--- src/sv/uq_alu_pkg.sv ---
package uq_alu_pkg;

  localparam int DATA_WIDTH = 16;
  localparam int FRAC_BITS  = 14;
  localparam int PROD_W     = 2 * DATA_WIDTH;
  localparam int STATUS_W   = 3;

  // Restoring divider: quotient bits resolved per pipeline stage.
  localparam int DIV_STEPS  = 2;
  localparam int DIV_QW     = DATA_WIDTH + FRAC_BITS + 1;
  localparam int DIV_STAGES = (DIV_QW + DIV_STEPS - 1) / DIV_STEPS;
  localparam int DIV_W      = DIV_STAGES * DIV_STEPS;

  localparam int IN_TDATA_W  = ((2 * DATA_WIDTH + 7) / 8) * 8;
  localparam int OUT_TDATA_W = ((DATA_WIDTH + 7) / 8) * 8;

  typedef enum logic [1:0] {
    OP_ADD = 2'd0,
    OP_SUB = 2'd1,
    OP_MUL = 2'd2,
    OP_DIV = 2'd3
  } opcode_t;

  typedef enum logic [STATUS_W-1:0] {
    ST_OK       = 3'd0,
    ST_ADD_SAT  = 3'd1,
    ST_DIV_ZERO = 3'd2,
    ST_OVERFLOW = 3'd3,
    ST_BORROW   = 3'd4
  } status_t;

  // Payload carried down the divider stages.
  typedef struct packed {
    opcode_t                op;
    logic [DATA_WIDTH-1:0]  value;
    status_t                status;
    logic [DATA_WIDTH-1:0]  divisor;
    logic [DATA_WIDTH-1:0]  rem;
    logic [DIV_W-1:0]       nq;
  } pipe_t;

endpackage

--- src/sv/uq_alu_front.sv ---
module uq_alu_front (
  input  logic                                clk,
  input  logic                                rst,
  input  logic                                en,
  input  logic                                in_vld,
  input  uq_alu_pkg::opcode_t                 in_op,
  input  logic [uq_alu_pkg::DATA_WIDTH-1:0]   in_a,
  input  logic [uq_alu_pkg::DATA_WIDTH-1:0]   in_b,
  output logic                                out_vld,
  output uq_alu_pkg::pipe_t                   out_pipe
);
  import uq_alu_pkg::*;

  localparam logic [PROD_W:0] MUL_HALF = (PROD_W + 1)'(1) << (FRAC_BITS - 1);

  // stage 1
  logic                  vld1;
  opcode_t               op1;
  logic [DATA_WIDTH-1:0] b1;
  logic [PROD_W-1:0]     prod1;
  logic [DIV_W-1:0]      num1;
  logic [DATA_WIDTH-1:0] early_value1;
  status_t               early_status1;

  logic [DATA_WIDTH:0]   add_sum;
  logic [DATA_WIDTH-1:0] early_value_next;
  status_t               early_status_next;

  always_comb begin
    add_sum = {1'b0, in_a} + {1'b0, in_b};
    if (in_op == OP_ADD) begin
      if (add_sum[DATA_WIDTH]) begin
        early_value_next  = '1;
        early_status_next = ST_ADD_SAT;
      end else begin
        early_value_next  = add_sum[DATA_WIDTH-1:0];
        early_status_next = ST_OK;
      end
    end else begin
      early_value_next  = in_a - in_b;
      early_status_next = (in_a < in_b) ? ST_BORROW : ST_OK;
    end
  end

  always_ff @(posedge clk) begin
    if (rst) begin
      vld1 <= 1'b0;
    end else if (en) begin
      vld1 <= in_vld;
    end
    if (en) begin
      op1           <= in_op;
      b1            <= in_b;
      prod1         <= PROD_W'(in_a) * PROD_W'(in_b);
      num1          <= DIV_W'({in_a, {FRAC_BITS{1'b0}}}) + DIV_W'(in_b >> 1);
      early_value1  <= early_value_next;
      early_status1 <= early_status_next;
    end
  end

  // stage 2: round and scale the product, pass on add/sub results, seed the divider
  logic [PROD_W:0] mul_sum;
  logic [PROD_W:0] mul_shift;
  pipe_t           pipe_next;

  always_comb begin
    mul_sum   = {1'b0, prod1} + MUL_HALF;
    mul_shift = mul_sum >> FRAC_BITS;
    pipe_next.op      = op1;
    pipe_next.divisor = b1;
    pipe_next.rem     = '0;
    pipe_next.nq      = num1;
    if (op1 == OP_MUL) begin
      pipe_next.value  = mul_shift[DATA_WIDTH-1:0];
      pipe_next.status = (|mul_shift[PROD_W:DATA_WIDTH]) ? ST_OVERFLOW : ST_OK;
    end else begin
      pipe_next.value  = early_value1;
      pipe_next.status = early_status1;
    end
  end

  always_ff @(posedge clk) begin
    if (rst) begin
      out_vld <= 1'b0;
    end else if (en) begin
      out_vld <= vld1;
    end
    if (en) begin
      out_pipe <= pipe_next;
    end
  end

endmodule

--- src/sv/uq_alu_div_stage.sv ---
module uq_alu_div_stage (
  input  logic              clk,
  input  logic              rst,
  input  logic              en,
  input  logic              in_vld,
  input  uq_alu_pkg::pipe_t in_pipe,
  output logic              out_vld,
  output uq_alu_pkg::pipe_t out_pipe
);
  import uq_alu_pkg::*;

  pipe_t pipe_next;

  // restoring division, DIV_STEPS quotient bits per stage
  always_comb begin
    logic [DATA_WIDTH:0]   trial;
    logic [DATA_WIDTH-1:0] rem;
    logic [DIV_W-1:0]      nq;
    logic                  ge;
    rem = in_pipe.rem;
    nq  = in_pipe.nq;
    for (int k = 0; k < DIV_STEPS; k++) begin
      trial = {rem, nq[DIV_W-1]};
      ge    = trial >= {1'b0, in_pipe.divisor};
      if (ge) begin
        trial = trial - {1'b0, in_pipe.divisor};
      end
      rem = trial[DATA_WIDTH-1:0];
      nq  = {nq[DIV_W-2:0], ge};
    end
    pipe_next     = in_pipe;
    pipe_next.rem = rem;
    pipe_next.nq  = nq;
  end

  always_ff @(posedge clk) begin
    if (rst) begin
      out_vld <= 1'b0;
    end else if (en) begin
      out_vld <= in_vld;
    end
    if (en) begin
      out_pipe <= pipe_next;
    end
  end

endmodule

--- src/sv/unsigned_q2_14_alu_unit.sv ---
// Unsigned Q2.14 fixed-point ALU: add (saturating), subtract (wrapping, borrow
// flag), multiply (round half up) and divide (rounded, divide-by-zero flag).
// Input stream: s_axis_tuser carries the opcode, s_axis_tdata the operands.
// Output stream: m_axis_tdata carries the result, m_axis_tuser the status.
// The pipe has two front stages (operand prep and multiply, then product
// rounding), one stage per two quotient bits of the restoring divider, and
// the output register; every opcode runs through all of them. The divider
// chain sets the pipe's depth. Throughput is one request per cycle while the
// output is not stalled; all opcodes share the same pipe, so results leave
// in request order.
// The whole pipe advances together: when the output holds a result the
// receiver does not take, every stage freezes and s_axis_tready drops in the
// same cycle. Nothing is dropped or duplicated.
// Reset (rst, synchronous, active high) clears all valid bits; the data
// registers are not reset, and the block accepts requests in the cycle after reset.
module unsigned_q2_14_alu_unit (
  input  logic                                 clk,
  input  logic                                 rst,
  input  logic                                 s_axis_tvalid,
  output logic                                 s_axis_tready,
  // operand_a, operand_b
  input  logic [uq_alu_pkg::IN_TDATA_W-1:0]    s_axis_tdata,
  // opcode
  input  logic [1:0]                           s_axis_tuser,
  output logic                                 m_axis_tvalid,
  input  logic                                 m_axis_tready,
  // result_value
  output logic [uq_alu_pkg::OUT_TDATA_W-1:0]   m_axis_tdata,
  // status_code
  output logic [uq_alu_pkg::STATUS_W-1:0]      m_axis_tuser
);
  import uq_alu_pkg::*;

  logic  en;
  logic  vld   [0:DIV_STAGES];
  pipe_t stage [0:DIV_STAGES];

  assign en            = !m_axis_tvalid || m_axis_tready;
  assign s_axis_tready = en;

  uq_alu_front u_front (
    .clk      (clk),
    .rst      (rst),
    .en       (en),
    .in_vld   (s_axis_tvalid),
    .in_op    (opcode_t'(s_axis_tuser)),
    .in_a     (s_axis_tdata[DATA_WIDTH-1:0]),
    .in_b     (s_axis_tdata[2*DATA_WIDTH-1:DATA_WIDTH]),
    .out_vld  (vld[0]),
    .out_pipe (stage[0])
  );

  for (genvar i = 0; i < DIV_STAGES; i++) begin : g_div
    uq_alu_div_stage u_stage (
      .clk      (clk),
      .rst      (rst),
      .en       (en),
      .in_vld   (vld[i]),
      .in_pipe  (stage[i]),
      .out_vld  (vld[i+1]),
      .out_pipe (stage[i+1])
    );
  end

  pipe_t                 last;
  logic [DATA_WIDTH-1:0] value_next;
  status_t               status_next;

  assign last = stage[DIV_STAGES];

  always_comb begin
    value_next  = last.value;
    status_next = last.status;
    if (last.op == OP_DIV) begin
      if (last.divisor == '0) begin
        value_next  = '1;
        status_next = ST_DIV_ZERO;
      end else begin
        value_next  = last.nq[DATA_WIDTH-1:0];
        status_next = (|last.nq[DIV_W-1:DATA_WIDTH]) ? ST_OVERFLOW : ST_OK;
      end
    end
  end

  always_ff @(posedge clk) begin
    if (rst) begin
      m_axis_tvalid <= 1'b0;
    end else if (en) begin
      m_axis_tvalid <= vld[DIV_STAGES];
    end
    if (en) begin
      m_axis_tdata <= OUT_TDATA_W'(value_next);
      m_axis_tuser <= status_next;
    end
  end

endmodule

--- config.mk ---
export PLATFORM = sky130hd
export DESIGN_NAME = unsigned_q2_14_alu_unit
export DESIGN_NICKNAME = d
export VERILOG_FILES = /design/src/sv/uq_alu_pkg.sv /design/src/sv/uq_alu_front.sv /design/src/sv/uq_alu_div_stage.sv /design/src/sv/unsigned_q2_14_alu_unit.sv
export SDC_FILE = /design/constraint.sdc
export NUM_CORES = 2
export LEC_CHECK = 0
export BUFFER_PORTS_ARGS = -buffer_cell sky130_fd_sc_hd__buf_2
export CAP_MARGIN = 20
export CELL_PAD_IN_SITES_DETAIL_PLACEMENT = 2
export CELL_PAD_IN_SITES_GLOBAL_PLACEMENT = 2
export CORE_MARGIN = 4
export CORE_UTILIZATION = 42
export CTS_CLUSTER_DIAMETER = 100
export CTS_CLUSTER_SIZE = 24
export DETAILED_ROUTE_END_ITERATION = 7
export GPL_TIMING_DRIVEN = 0
export PLACE_DENSITY_LB_ADDON = 0.1
export SYNTH_ARGS = -nofsm -noshare
export SYNTH_HDL_FRONTEND = slang
export SYNTH_HIERARCHICAL = 1
export SYNTH_SLANG_ARGS = --single-unit
--- constraint.sdc ---
create_clock -name clk -period 39 [get_ports clk]
set_input_delay 0 -clock clk [delete_from_list [all_inputs] [get_ports clk]]
set_output_delay 0 -clock clk [all_outputs]
set_load 0.005 [all_outputs]
### Yosys cells after proc, flatten, opt, wreduce, memory -nomap -nowiden

Cells that the tools add are included.

* $add $sub $neg: 35
* multipliers: 1
* order comparisons: 33
* equal/unequal tests: 2
* muxes and demuxes: 43
* reductions and logical operators: 6

Operators by type and width (number)
* 2-to-1 mux 16 bit: 35
* >= comparator 17 x 16 -> 1 bit: 31
* subtractor 16 bit: 31
* adder 32 x 14 -> 33 bit, second input constant: 1
* multiplier 16 x 16 -> 32 bit: 1
* adder 30 x 15 -> 31 bit: 1
* 2-to-1 mux 19 bit: 1
* adder 16 x 16 -> 17 bit: 1
* >= comparator 1 x 16 -> 1 bit: 1
* logical NOT 16 bit: 1
* less-than comparator 16 bit: 1
* OR reduction 16 bit: 1
* subtractor 1 x 16 -> 16 bit: 1
* 2-to-1 mux 3 bit: 3
* 2-to-1 mux 2 bit: 3
* equality test 2 bit, second input constant: 2
* OR reduction 3 bit: 1
* logical NOT 2 bit: 1
* logical NOT 1 bit: 1
* logical OR 1 bit: 1
* 2-to-1 mux 1 bit: 1

* register bits: 1552
* bits of input ports: 38
* output and inout port bits: 21
* word-level logic and storage cells: 247

### Depth between registers and ports, before layout

* word-level depth: 4
* gate-level depth with buffers: 23
* depth with buffers taken out: 22

### Hierarchy

The synthesis kept the hierarchy.

By module, submodules not included
* uq_alu_div_stage (g_div[0].u_stage ...): times used 14, cells an instance 340, area each 4569.4 µm², sequential area each 2572.5 µm²
* uq_alu_front: times used 1, cells an instance 1447, area each 14493.9 µm², sequential area each 3823.7 µm²
* uq_alu_div_stage (g_div[9].u_stage): times used 1, cells an instance 371, area each 4808.4 µm², sequential area each 2572.5 µm²
* uq_alu_div_stage (g_div[15].u_stage): times used 1, cells an instance 342, area each 4579.4 µm², sequential area each 2572.5 µm²
* unsigned_q2_14_alu_unit: times used 1, cells an instance 60, area each 923.4 µm², sequential area each 590.6 µm²

### Worst setup path after synthesis

No wires, ideal clock.

* path type: input port to flip-flop
* start point: in m_axis_tready
* end point: reg m_axis_tvalid
* library setup time: 1.474 ns
* data arrival time: 37.495 ns
* data required time: 37.526 ns
* setup slack: 0.031 ns
* cell stages on the path: 2
* buffers on the path: 0
* cells stage by stage: nand2b_1 > a21oi_1

* longest elaborated chain between the ends: 1

RTL lines
* start: declaration: line unsigned_q2_14_alu_unit.sv:26 `input logic m_axis_tready,`
* logical OR 1 bit: line unsigned_q2_14_alu_unit.sv:38 `assign en = !m_axis_tvalid || m_axis_tready;`
* end signal: assignment: line unsigned_q2_14_alu_unit.sv:89 `m_axis_tvalid <= vld[DIV_STAGES];`
* end: declaration: line unsigned_q2_14_alu_unit.sv:25 `output logic m_axis_tvalid,`

Every way passes these cells.
A chain may end at the register's enable or synchronous reset.

### Worst setup path in the final report

* start point: in s_axis_tdata[7] (netlist bit)
* end point: reg u_front.prod1[31] (data pin)

* longest elaborated chain between the ends: 1

RTL lines
* start: declaration: line unsigned_q2_14_alu_unit.sv:22 `input logic [uq_alu_pkg::IN_TDATA_W-1:0] s_axis_tdata,`
* multiplier 16 x 16 -> 32 bit: line uq_alu_front.sv:54 `prod1 <= PROD_W'(in_a) * PROD_W'(in_b);`
* end signal: assignment: line uq_alu_front.sv:54
* end: declaration: line uq_alu_front.sv:20 `logic [PROD_W-1:0] prod1;`

Every way passes these cells.

==> summary.txt <==
Outcome
  • Status: finished, final reports clean

Setup path
  • Data required time at the worst endpoint: 39,460 ps
  • Crit path DAT: between 7000 and 8000 ps
  • CP Class: primary input to flop
  • Setup crit start kind: primary input
  • Critical Path Sink Type: flop
  • Critical path fanouts, max: 10

Die
  • Die area: 216,000 sq um
  • Vert. Die Dim: 465 um
  • Die width: 465 um
  • Row count: 167
  • Starting Density: 42.3%
  • CORE AREA: 207,000 sq um
  • I/O pin count: 59

STA
  • Slew HR: 20.4%
  • Pins Over Slew Limit: 0
  • Clock skew: 82.0 ps
  • Final setup fails: 0
  • Period utilisation layout: 19.2%
  • Hold slack: about 50 ps
  • Setup TNS: 0 ps
  • RSZ-0062 raised after global routing: no
  • Max Fclk: 134 MHz
  • Worst Tran Pin Value: 1160 ps
  • Final Hold Vio Count: 0
  • Fin crit period: 7480 ps

Finish
  • Nets: 8,037
  • Multi-input gate area: 39,200 sq um
  • Filler cells: 20,500
  • Area delta synth->final: 8.59%
  • Share of cells above drive strength 1: 11.5%
  • Commonest non-fill, non-tap cell in the layout: edfxtp_1
  • Register Area: approximately 45,000 sq um
  • Most frequent cells in the layout: 1,489 x edfxtp_1, 671 x inv_1, 648 x ha_1

GRT
  • Largest net degree at the start of global routing: 76
  • Initial antenna violation count: 13
  • Via count of the first global-routing pass: roughly 62,000
  • First-pass GRT wire length: 395,000 um
  • Gr usage total: about a quarter
  • GRT overflow: 0

Drt
  • Initial DRC Count: about 3,400
  • Antenna-violating nets left: 0
  • Drt drc: 0
  • DR vias: 56,300
  • DR WL/cell: 26.0 um
  • Detailed Route WL: 259,000 um
  • Number of vias per cell: about 5.7
  • Drt pass-1 iters: 7

Job
  • # Max-Cap Violations: 0

Hold path
  • Min-Delay Path Class: primary input to flop

Clock network
  • CTS Root Cell: clkbuf_16
  • CTS Sinks: 1,508
  • CTS Buf Count: 83
  • CTS Buffer Depth: 3
  • Worst-path clk slew: 100 ps
  • CTS tree: done
  • Post-CTS Resized: 0
  • H-tree depth: 3
  • Clock insertion delay at the later pin of the skew report: 800 ps

Synth
  • Mean post-synth cell area: 12.7 sq um
  • Post-synthesis cell area: 87,800 sq um
  • Synth Instances: 6,906
  • Yosys warns: 6

Placed design
  • DP HPWL: 205,000 um
  • Port Buffers: 58
  • Routability cong.: 0.873
==> registers in the layout, summed over array words and instances, names as in the netlist <==
signal	flops
g_div.u_stage/out_pipe	1344
u_front/out_pipe	54
u_front/prod1	19
u_front/num1	17
g_div.u_stage/out_vld	16
m_axis_tdata	16
u_front/b1	16
u_front/early_value1	16
m_axis_tuser	3
u_front/early_status1	2
u_front/op1	2
m_axis_tvalid	1
u_front/out_vld	1
u_front/vld1	1
==> critical path: stages <==
cell and delay (ps):
dlygate4sd3_1 510, buf_2 250, clkbuf_1 670, clkbuf_1 670, nand2_1 170, fa_1 540
inv_1 50, fa_1 490, fa_1 550, fa_1 520, fa_1 550, inv_1 60
fa_1 580, inv_1 60, ha_1 370, a21oi_1 220, o2111ai_1 150, a31oi_1 420
nand3_1 290, a211o_1 400, o31ai_1 270, xnor2_1 110
==> worst paths after layout <==
| path | start | end | slack (ps) | depth (start not counted) |
|---|---|---|---|---|
| setup / recovery | s_axis_tdata[7] | u_front/prod1[31] | 31520 | 22 |
| hold / removal | s_axis_tdata[2] | u_front/early_value1[2] | 50 | 3 |
| setup reg to reg | g_div[8].u_stage/out_pipe[54] | g_div[9].u_stage/out_pipe[44] | 32670 | 19 |
| hold reg to reg | g_div[0].u_stage/out_pipe[65] | g_div[1].u_stage/out_pipe[65] | 370 | 0 |
==> cell type report <==
type                    instances  share of cell area [%]
diodes                         10                  0.0262
plain buffers                 136                    1.06
clock buffers                  89                    2.25
clock inverters                34                   0.547
inverters                     673                    2.65
multi-input cells            4605                    41.1
flip-flops and latches       1508                    47.3
well taps                    2788                    3.66
repair buffers                118                    1.36
==> per-stage QoR <==
stage | worst slack (ps) | cells | utilization [%] | area, sq um
finish | 31520 | 9961 | 45.9 | 95300
global route | 31160 | 9956 | 45.9 | 95300
CTS | 31590 | 9949 | 45.9 | 95300
detailed placement | 31350 | 9795 | 44.5 | 92300
global placement | -13560 | 9768 | 44.2 | 91600
floorplan | 434 | 6922 | - | 87900
==> repair_timing <==
action,CTS,global route
hold buffers,31,0
buffers inserted,0,0
hold endpoints to repair,51,0
==> layer usage <==
| layer | wire length, um | global-route usage [%] |
|---|---|---|
| met1 | 110000 | 30.0 |
| met2 | 134000 | 43.0 |
| met3 | 6940 | 2.33 |
| met4 | 7790 | 6.62 |
| met5 | 13 | 0 |
Power is left out: the tool's default activity adds up to more than one toggle a clock period on the data nets, which glitch-free logic cannot reach.
